`config.mk`:
```
export PLATFORM = sky130hd
export DESIGN_NAME = sdt_ram
export DESIGN_NICKNAME = d
export VERILOG_FILES = /design/src/rtl/sdt_ram.sv
export SDC_FILE = /design/constraint.sdc
export NUM_CORES = 1
export LEC_CHECK = 0
export BUFFER_PORTS_ARGS = -buffer_cell sky130_fd_sc_hd__buf_2
export CAP_MARGIN = 15
export CORE_MARGIN = 10
export CORE_UTILIZATION = 55
export CTS_CLUSTER_SIZE = 12
export DETAILED_ROUTE_END_ITERATION = 6
export GPL_TIMING_DRIVEN = 0
export PLACE_DENSITY = 0.77
export SKIP_LAST_GASP = 1
export SYNTH_ARGS = -nofsm -noshare
export SYNTH_HDL_FRONTEND = slang
export SYNTH_SLANG_ARGS = --single-unit
```
`constraint.sdc`:
```
create_clock -name clk -period 4.71 [get_ports clk]
set_input_delay 0.2355 -clock clk [delete_from_list [all_inputs] [get_ports clk]]
set_output_delay 0.2355 -clock clk [all_outputs]
set_load 0.02 [all_outputs]
```
`src/rtl/sdt_ram.sv`:
```
// Generic simple dual-port RAM: one write port, one read port, registered read.
// No dependencies.
module sdt_ram #(
	parameter int WIDTH = 8,
	parameter int DEPTH = 16
) (
	input  logic                     clk,
	input  logic                     we,
	input  logic [$clog2(DEPTH)-1:0] waddr,
	input  logic [WIDTH-1:0]         wdata,
	input  logic                     re,
	input  logic [$clog2(DEPTH)-1:0] raddr,
	output logic [WIDTH-1:0]         rdata
);

	logic [WIDTH-1:0] mem_q [DEPTH];

	always_ff @(posedge clk) begin
		if (we)
			mem_q[waddr] <= wdata;
		if (re)
			rdata <= mem_q[raddr];
	end

endmodule

```
# [Yosys cells after proc, flatten, opt, wreduce, memory -nomap -nowiden]
# Memories as Yosys holds them, arrays and structs flattened. A register that Yosys moved wholly into a read port is not among the register bits.
# Index checks and enable logic that the tools add are counted.
[word_totals] regBits=0 ram_bits=128 input_bits=19 out_inout_bits=8 word_cells=3 memories=1
[classes] muxes=2
[memory_table] name="mem_q" words=16 width=8 rd=1 rd_ports_with_merged_regs=1 wr=1 line="16" source="logic [WIDTH-1:0] mem_q [DEPTH];"
[ops] op="$mux 1" count=2

# [Logic depth before layout (Yosys ltp)]
# Gate-level depths: netlist of run 1.
[depth] word_depth=2 depth_mapped=5 mapped_depth_nobuf=3

# [Worst setup path after synthesis of run 1]
# Ideal clock, no wire load.
[synth_timing] kind="input to register" from="input port waddr[2]" to="memory mem_q[0][0], enable pin" setup_ps=383 arrival_ps=1345 required_time_ps=4327 path_slack_ps=2982 path_stages=2 path_buffers=0 path_cell_list="or3b_2 -> nor3_1"
[synth_rtl] element="from (decl)" line="9" source="input logic [$clog2(DEPTH)-1:0] waddr,"
[synth_rtl] element="to (decl)" line="16"
# Straight into the memory's write port.

==> metrics.md, run 1 <==
| Metric | Value |
|---|---|
| Outcome | completed |
| FF+latch area | 4084 µm² |
| Remaining antenna violation count | 0 |
| Largest net degree at the start of global routing | 17 |
| Clk root buf | clkbuf_8 |
| CTS H-tree depth | 4 |
| Die Y | between 100 and 150 µm |
| Clock buffer depth | 2 |
| PD cells | roughly 440 nW/µm² |
| Placed Cells | slightly below 400 |
| Unrepaired setup endpoints after global routing | false |
| Via Count | 2405 |
| CTS Sinks | roughly 140 |
| Via density | 5.740 |
| P&R area growth vs syn | 16.11% |
| CP cell instances | mux4_1, a22oi_1, nand2_1 |
| Cell area after layout | around 6000 µm² |
| Layout cell share with drive strength beyond 1 | 0.3034 |
| Clock-pin slew on the worst setup and hold paths | 60 ps |
| Top Metal Used | met4 |
| Critical-path top delay cell | mux4_1 |
| Finished Core Util | 0.6569 |
| Row count | 35 |
| Initial antenna violation count | 0 |
| Register area share after synthesis | 0.7812 |
| Die footprint | between 10000 and 15000 µm² |
| Core Area | around 9200 µm² |
| Met3 WL post-DR | about 740 µm |
| Skew-Pair Late Insertion Delay | slightly above 500 ps |
| Vias in the first global route | around 2500 |
| Crit path launch type | register |
| Initial DRC Count | 158 |
| Tightest Pin Transition | about 840 ps |
| Fin Hold WS | 59.76 ps |
| Layout Cells excl Fill | 419 |
| # IOs | 27 |
| CP delay by family, top | multiplexers |
| CP endpoint kind | register |
| Hold Violations, Final | 0 |
| DPL Wire Length | between 6000 and 7000 µm |
| Iteration count of the initial detailed-routing pass | 4 |
| # port buffers | 25 |
| Synthesized cell area | between 5000 and 6000 µm² |
| Fin. max-slew vios | 0 |
| Crit path DAT | 1810 ps |
| Antenna cell count | 0 |
| First-pass GRT wire length | around 15000 µm |
| CP required | about 5000 ps |
| DRC violations left | 0 |
| Yosys reg bits | roughly 140 |
| Clk_skew | between 5 and 6 ps |
| Worst relative slew slack | 0.4377 |
| Fillcell total | 570 |
| Area of the multi-input gates | roughly 1100 µm² |
| Met1 WL | 3954 µm |
| Initial Utilization | 0.5657 |
| TritonCTS Buffers | 17 |
| Fin crit share | 0.3296 |
| Max incr delay on CP | 580 ps |
| Max cap viols | 0 |
| Peak VDD IR | between 200 and 250 µV |
| Ys Warns | 0 |
| Total track usage | 0.1442 |
| WL met2 | between 4000 and 5000 µm |
| Routed wire length | about 9600 µm |
| Fmax achieved | ~640 MHz |
| Setup TNS | 0 ps |
| Cell variety after synth | 18 |
| CP bufs+invs | 0 |
| CTS tree | built |
| Synth Net Count | between 200 and 250 |
| Lkg Pwr | between 2 and 2.5 nW |
| Avg Inst Size Synth | 22.83 µm² |
| Postcts setup bufs | 0 |
| Final setup viols | 0 |
| Post-synthesis cell count | approximately 230 |
| Area after DPL | about 5500 µm² |
| Critical path peak fanout | 1 |
| Drt wl/cell | between 20 and 25 µm |
| Final Critical Period | approximately 1600 ps |
| Gp weighted congestion | 0.7259 |
| Setup CP Type | register to register |
| Global route overflow | 0 |
| Fin nets | 296 |
| Width of the die | 117.5 µm |
| Worst min-delay path category | input pin to register |
| # hold bufs at CTS | 0 |
| Post-CTS Resized | 0 |
## placed cells by master, fill, tap and decap left out, drive strengths merged
| master | n |
|---|---|
| clkbuf | 20 |
| nand2 | 9 |
| nor3 | 4 |
| nand3b | 2 |
| a22oi | 16 |
| nand2b | 2 |
| and2b | 1 |
| clkdlybuf4s25 | 3 |
| nand3 | 1 |
| and2 | 1 |
| clkinv | 8 |
| or3b | 1 |
| clkinvlp | 5 |
| bufinv | 1 |
| nor2b | 1 |
| buf | 34 |
| mux4 | 32 |
| nor2 | 13 |
| edfxtp | 136 |
## power breakdown
part | leakage (nW) | switching [mW] | internal (mW)
registers | 1.24 | 0.00588 | 1.36
logic | 0.538 | 0.0796 | 0.0531
clock network | 0.250 | 0.463 | 0.690
## routing by layer
layer | global-route usage | vias to the layer above
met2 | 0.2248 | 92
li1 | - | 1078
met5 | 0 | -
met4 | 0.06569 | 0
met3 | 0.04317 | 4
met1 | 0.1822 | 1231
## registers in the layout, indices dropped and copies added (netlist names)
register,flops
mem_q,128
rdata,8
## Yosys cell counts
master / number / area, µm²
edfxtp_1: 136 / 4084
mux4_2: 18 / 405.4
a22oi_1: 16 / 120.1
mux4_1: 14 / 367.9
nor2_1: 13 / 48.80
nand2_1: 9 / 33.78
nor3_1: 4 / 20.02
buf_2: 3 / 15.01
buf_6: 3 / 33.78
clkdlybuf4s25_2: 3 / 30.03
nand2b_1: 2 / 12.51
nand3b_1: 2 / 15.01
and2_1: 1 / 6.260
and2b_1: 1 / 7.510
buf_4: 1 / 7.510
nand3_1: 1 / 5.000
nor2b_1: 1 / 6.260
or3b_2: 1 / 8.760
## cells by family after synthesis
| family | count (synthesis) | synth area share |
|---|---|---|
| DFF | 136 | 0.7812 |
| and+or+nand+nor | 35 | 0.03136 |
| AOI/OAI and AO/OA | 16 | 0.02298 |
| buffers and inverters | 10 | 0.01651 |
| muxes | 32 | 0.1479 |
## cell type report
cell class | count | share of cell area
Sequential cell | 136 | 0.6729
Tap cell | 129 | 0.02659
Clock inverter | 14 | 0.01814
Clock buffer | 18 | 0.06885
Buffer | 10 | 0.01422
Multi-Input combinational cell | 83 | 0.1742
Timing Repair Buffer | 29 | 0.02515
## metrics by stage
step	setup WS (ps)	total power, mW
final	3158	2.655
after detailed placement	2706	1.528
after global routing	3108	2.740
after global placement	2438	1.522
after CTS	3145	2.673
after floorplan	2982	1.470
## worst paths after layout
kind / slack [ps] / cells after the start / end / start
max: 3160 / 3 / rdata[2]$_DFFE_PP_ / mem_q[5][2]$_DFFE_PP_
min: 60 / 1 / rdata[6]$_DFFE_PP_ / re
max reg2reg: 3160 / 3 / rdata[2]$_DFFE_PP_ / mem_q[5][2]$_DFFE_PP_
min reg2reg: 770 / 3 / rdata[4]$_DFFE_PP_ / mem_q[11][4]$_DFFE_PP_
No activity file was read; power rests on OpenSTA's default activity.
==> run 2: changes to the inputs <==
Clock period 4.71 ns to 1.6 ns, I/O delays scaled along.
==> run 2 against run 1 <==
Sequential power rose to 2.9 times the previous value; clock skew shrank 1.8 ps; clock-buffer cell count did not move; sequential cell count is the same; die area is the same; critical path type unchanged; power increased to 2.9 times the previous value; maximum frequency fell by 0.59%; non-clock buffer count grew 10; register-to-register slack lost 3100 ps; setup slack got worse by 3100 ps.
==> metrics.md, run 2 (synthesis gave the netlist of run 1 again) <==
| Metric | Value |
|---|---|
| Met1 WL | 3930 µm (-0.61%) |
| WL met2 | 4927 µm (+2.6%) |
| Worst min-delay path category | input pin to register |
| Vias in the first global route | 2560 (+1.4%) |
| Clock-pin slew on the worst setup and hold paths | 60 ps (about the same) |
| Sw Share | 0.2059 (-0.0006077) |
| Die Y | 117.5 µm (unchanged) |
| Most flop-heavy register | mem_q |
| Commonest non-fill, non-tap cell in the layout | edfxtp_1 |
| Fillcell total | 563 (-1.2%) |
| Largest net degree at the start of global routing | 17 (unchanged) |
| Total track usage | 0.1453 (+0.001136) |
| DPL Wire Length | 6158 µm (unchanged) |
| Flop pwr share | 0.515 (about the same) |
| Internal power | 6.219 mW (+200%) |
| Most frequent cells in the layout | edfxtp_1 (136), buf_2 (29), mux4_2 (18), clkbuf_16 (16), a22oi_1 (15) |
| Fin nets | 306 (+3.4%) |
| Initial Utilization | 0.5657 (unchanged) |
| Drt wl/cell | 22.68 µm (-1.1%) |
| Via density | 5.746 (+0.11%) |
| Antenna cell count | 0 (unchanged) |
| Skew-Pair Late Insertion Delay | 510 ps (about the same) |
| Fin crit share | 0.9760 (+0.6464) |
| First-pass GRT wire length | 14920 µm (+0.93%) |
| Power Total | 7.831 mW (+190%) |
| CTS tree | built |
| CTS H-tree depth | 4 (unchanged) |
| Via Count | 2465 (+2.5%) |
| Hold path cells | 2 (+1) |
| Gp weighted congestion | 0.7259 (unchanged) |
| Logic pwr share | 0.053 (+0.003) |
| DP Worst Slack | -248.7 ps (-2954 ps) |
| Crit path DAT | 1820 ps (about the same) |
| Layout cell share with drive strength beyond 1 | 0.2967 (-0.006782) |
| Final setup margin | 38.40 ps (-3119 ps) |
| Fin Hold WS | 21.97 ps (-37.79 ps) |
| Iteration count of the initial detailed-routing pass | 4 (unchanged) |
| Final Critical Period | 1562 ps (+9.163 ps) |
| Clk_skew | 3.891 ps (-1.788 ps) |
| FF-to-FF setup slack | 40 ps (-3120 ps) |
| Worst Reg-to-Reg Cells | 3 (unchanged) |
| # IOs | 27 (unchanged) |
| Die footprint | 13800 µm² (unchanged) |
| Clock power share | 0.432 (-0.002) |
| Switching power | 1.612 mW (+190%) |
| Width of the die | 117.5 µm (unchanged) |
| P&R area growth vs syn | 18.12% |
| Met3 WL post-DR | 692 µm (-6.7%) |
| DRC violations left | 0 (unchanged) |
| Fin. max-slew vios | 0 (unchanged) |
| Max reg flops | 128 (unchanged) |
| Fmax achieved | 640.4 MHz (-0.59%) |
| Routed wire length | 9729 µm (+1.3%) |
| Max cap viols | 0 (unchanged) |
| Row count | 35 (unchanged) |
| Setup CP Type | register to register |
| Final setup viols | 0 (unchanged) |
| Clock buffer depth | 2 (unchanged) |
| Initial DRC Count | 185 (+17%) |
| Initial antenna violation count | 0 (unchanged) |
| Layout Cells excl Fill | 429 (+2.4%) |
| Worst relative slew slack | 0.4458 (+0.008026) |
| Lkg Pwr | 2.066 nW (+2.1%) |
| CP endpoint kind | register |
| Placed Cells | 385 (unchanged) |
| Tightest Pin Transition | 828.3 ps (-11.99 ps) |
| FF+latch area | 4084 µm² (unchanged) |
| Remaining antenna violation count | 0 (unchanged) |
| Hold Violations, Final | 0 (unchanged) |
| Outcome | completed |
| Crit path launch type | register |
| TritonCTS Buffers | 17 (unchanged) |
| Unrepaired setup endpoints after global routing | false |
| Biggest regs | mem_q x128, rdata x8 |
| Postcts setup bufs | 0 (unchanged) |
| Clk root buf | clkbuf_8 |
| Peak VDD IR | 610.3 µV (+190%) |
| # port buffers | 25 (unchanged) |
| PD cells | 1268 nW/µm² (+190%) |
| Global route overflow | 0 (unchanged) |
| Core Area | 9240 µm² (unchanged) |
| Area of the multi-input gates | 1062 µm² (+0.47%) |
| CP required | 1860 ps (-3100 ps) |
| Top Metal Used | met4 |
| Critical path peak fanout | 1 (unchanged) |
| CTS Sinks | 136 (unchanged) |
==> run 2: worst max-delay path, cell delays in order, from the launching register on <==
cell and delay, ps:
edfxtp_1 360, mux4_1 580, a22oi_1 280, nand2_1 80
==> run 2: cell type report <==
cell class | instances | share of cell area
clock inverter | 14 | 0.01783
sequential | 136 | 0.6614
buffer | 10 | 0.01398
timing repair buffer | 39 | 0.04093
multi-input combinational | 83 | 0.1720
clock buffer | 18 | 0.06768
tap | 129 | 0.02614
==> run 2: per-layer routing <==
| metal | track usage | vias to the layer above |
|---|---|---|
| li1 | - | 1096 |
| met5 | 0 | - |
| met4 | 0.06569 | 0 |
| met1 | 0.1834 | 1265 |
| met2 | 0.2280 | 96 |
| met3 | 0.04221 | 8 |
==> run 2: worst paths after layout <==
kind,start,endpoint
max,mem_q[5][2]$_DFFE_PP_,rdata[2]$_DFFE_PP_
min,waddr[0],mem_q[4][1]$_DFFE_PP_
max reg2reg,mem_q[5][2]$_DFFE_PP_,rdata[2]$_DFFE_PP_
min reg2reg,mem_q[10][4]$_DFFE_PP_,rdata[4]$_DFFE_PP_
==> run 2: timing repair <==
item	CTS	global route
hold buffers	9	1
setup endpoints to repair	0	1
resized for setup	0	1
hold endpoints to repair	136	1
==> run 2: power by group through the flow <==
stage | registers (mW) | logic [mW] | clock network (mW)
floorplan | 4.13 | 0.203 | 0
global placement | 4.10 | 0.381 | 0
detailed placement | 4.11 | 0.392 | 0
CTS | 4.03 | 0.412 | 3.44
global route | 4.04 | 0.442 | 3.61
finish | 4.03 | 0.411 | 3.39
==> run 2: metrics by stage <==
stage	instance area, µm²	util	setup TNS (ps)
5_1_grt	6175	0.6682	0
6_report	6175	0.6682	0
3_5_place_dp	5527	0.5981	-7029
4_1_cts	6145	0.6650	0
3_3_place_gp	5514	0.5968	-11060
2_1_floorplan	5228	-	0
==> run 3: changes to the inputs <==
Settings changed: BUFFER_PORTS_ARGS -buffer_cell sky130_fd_sc_hd__buf_2 to -buffer_cell sky130_fd_sc_hd__buf_4, SLEW_MARGIN from default to 5.
==> run 3 against run 2 <==
Register-to-register slack is essentially flat; combinational power is 7.1% higher; largest power group unchanged; final cell count up 0.70%; final area is 2.7% higher; sequential cell count unchanged; utilization up 1.8 points; clock power grew 17%; die area unchanged; maximum frequency rose by 0.79%; critical path type unchanged.
==> metrics.md, run 3 (synthesis gave the netlist of run 1 again) <==
| Metric | Value |
|---|---|
| Initial DRC Count | 165 (-11%) |
| Cell area after layout | 6342 µm² (+2.7%) |
| Setup CP Type | register to register |
| DPL Wire Length | 6136 µm (-0.35%) |
| Max incr delay on CP | 470 ps (-110 ps) |
| DRC violations left | 0 (unchanged) |
| Layout Cells excl Fill | 432 (+0.70%) |
| Area after DPL | 5589 µm² (+1.1%) |
| Max cap viols | 0 (unchanged) |
| P&R area growth vs syn | 21.33% |
| Routed wire length | 10030 µm (+3.1%) |
| Postcts setup bufs | 0 (unchanged) |
| Initial Utilization | 0.5657 (unchanged) |
| Crit path DAT | 1790 ps (-30 ps) |
| Tightest Pin Transition | 819.6 ps (-8.696 ps) |
| TritonCTS Buffers | 17 (unchanged) |
| Crit path launch type | register |
| Total track usage | 0.1518 (+0.006474) |
| Worst reg2reg startpoint | mem_q[3][7]$_DFFE_PP_ |
| Critical path peak fanout | 1 (unchanged) |
| Outcome | completed |
| Layout cell share with drive strength beyond 1 | 0.2772 (-0.01944) |
| Remaining antenna violation count | 0 (unchanged) |
| Skew-Pair Late Insertion Delay | 510 ps (about the same) |
| Hold Violations, Final | 0 (unchanged) |
| Critical Path Start | mem_q[3][7]$_DFFE_PP_ |
| # port buffers | 25 (unchanged) |
| Max reg flops | 128 (unchanged) |
| Vias in the first global route | 2633 (+2.9%) |
| DP Worst Slack | -324.1 ps (-75.31 ps) |
| Via Count | 2478 (+0.53%) |
| Fin nets | 309 (+0.98%) |
| Final setup margin | 50.65 ps (+12.25 ps) |
| CTS tree | built |
| CP delay by family, top | multiplexers |
| Unrepaired setup endpoints after global routing | false |
| Worst min-delay path category | input pin to register |
| PD cells | 1333 nW/µm² (+5.1%) |
| Clock buffer depth | 2 (unchanged) |
| Finished Core Util | 0.6864 (+0.01814) |
| Row count | 35 (unchanged) |
| Biggest regs | mem_q x128, rdata x8 |
| Clock-pin slew on the worst setup and hold paths | 60 ps (about the same) |
| Initial antenna violation count | 0 (unchanged) |
| CP endpoint kind | register |
| Hold path start | waddr[0] |
| Antenna cell count | 0 (unchanged) |
| Peak VDD IR | 808.2 µV (+32%) |
| CP required | 1840 ps (-20 ps) |
| Power Total | 8.454 mW (+8.0%) |
| Most frequent cells in the layout | edfxtp_1 (136), buf_4 (27), mux4_2 (18), clkbuf_16 (16), a22oi_1 (15) |
| # IOs | 27 (unchanged) |
| Final setup viols | 0 (unchanged) |
| Die footprint | 13800 µm² (unchanged) |
| Clk root buf | clkbuf_8 |
| Lkg Pwr | 2.149 nW (+4.0%) |
| CTS Sinks | 136 (unchanged) |
| Drt wl/cell | 23.22 µm (+2.4%) |
| Commonest non-fill, non-tap cell in the layout | edfxtp_1 |
| Fin crit share | 0.9683 (-0.007656) |
| Fmax achieved | 645.4 MHz (+0.79%) |
| CP cell instances | mux4_2, a22oi_1, nand2_1 |
| Via density | 5.736 (-0.17%) |
| Final Critical Period | 1549 ps (-12.25 ps) |
| CTS H-tree depth | 4 (unchanged) |
| Width of the die | 117.5 µm (unchanged) |
| Fin Hold WS | 17.50 ps (-4.476 ps) |
| Global route overflow | 0 (unchanged) |
| Gp weighted congestion | 0.7260 (about the same) |
| Clk_skew | 5.938 ps (+2.047 ps) |
| Die Y | 117.5 µm (unchanged) |
| Placed Cells | 385 (unchanged) |
| Critical-path top delay cell | mux4_2 |
| Fin. max-slew vios | 0 (unchanged) |
| Setup TNS | 0 ps (unchanged) |
| Core Area | 9240 µm² (unchanged) |
| Iteration count of the initial detailed-routing pass | 4 (unchanged) |
| Worst relative slew slack | 0.4516 (+0.005818) |
| Most flop-heavy register | mem_q |
| Largest net degree at the start of global routing | 17 (unchanged) |
| CP bufs+invs | 0 (unchanged) |
| First-pass GRT wire length | 15710 µm (+5.3%) |
[run 3: report_power, final]
part	internal, mW	switching, mW	leakage (nW)
combinational	0.199	0.242	0.616
clock	2.66	1.32	0.297
sequential	4.02	0.0192	1.24
total	6.87	1.58	2.15
[run 3: final cells by class]
type | count | area [µm²]
sequential | 136 | 4084
fill | 552 | 2898
multi-input combinational | 83 | 1062
clock buffer | 20 | 425.4
timing repair buffer | 42 | 342.8
clock inverter | 12 | 180.2
tap | 129 | 161.4
buffer | 10 | 86.33
[run 3: final timing paths]
| kind | to | slack, ps | depth (start not counted) |
|---|---|---|---|
| max | rdata[7]$_DFFE_PP_ | 50 | 3 |
| min | mem_q[0][0]$_DFFE_PP_ | 20 | 2 |
| max reg2reg | rdata[7]$_DFFE_PP_ | 50 | 3 |
| min reg2reg | rdata[4]$_DFFE_PP_ | 760 | 3 |
[run 3: routing by layer]
metal | GRT usage | vias to the layer above | share of wire
met5 | 0 | - | 0
met4 | 0.07651 | 0 | 0.021
met3 | 0.03837 | 18 | 0.065
met2 | 0.2343 | 101 | 0.49
met1 | 0.1956 | 1253 | 0.42
li1 | - | 1106 | -
[run 3: what timing repair did]
item | CTS | global route
hold buffers | 11 | 2
endpoints found under the setup margin | 0 | 1
gates resized for setup | 0 | 1
endpoints found under the hold margin | 138 | 2
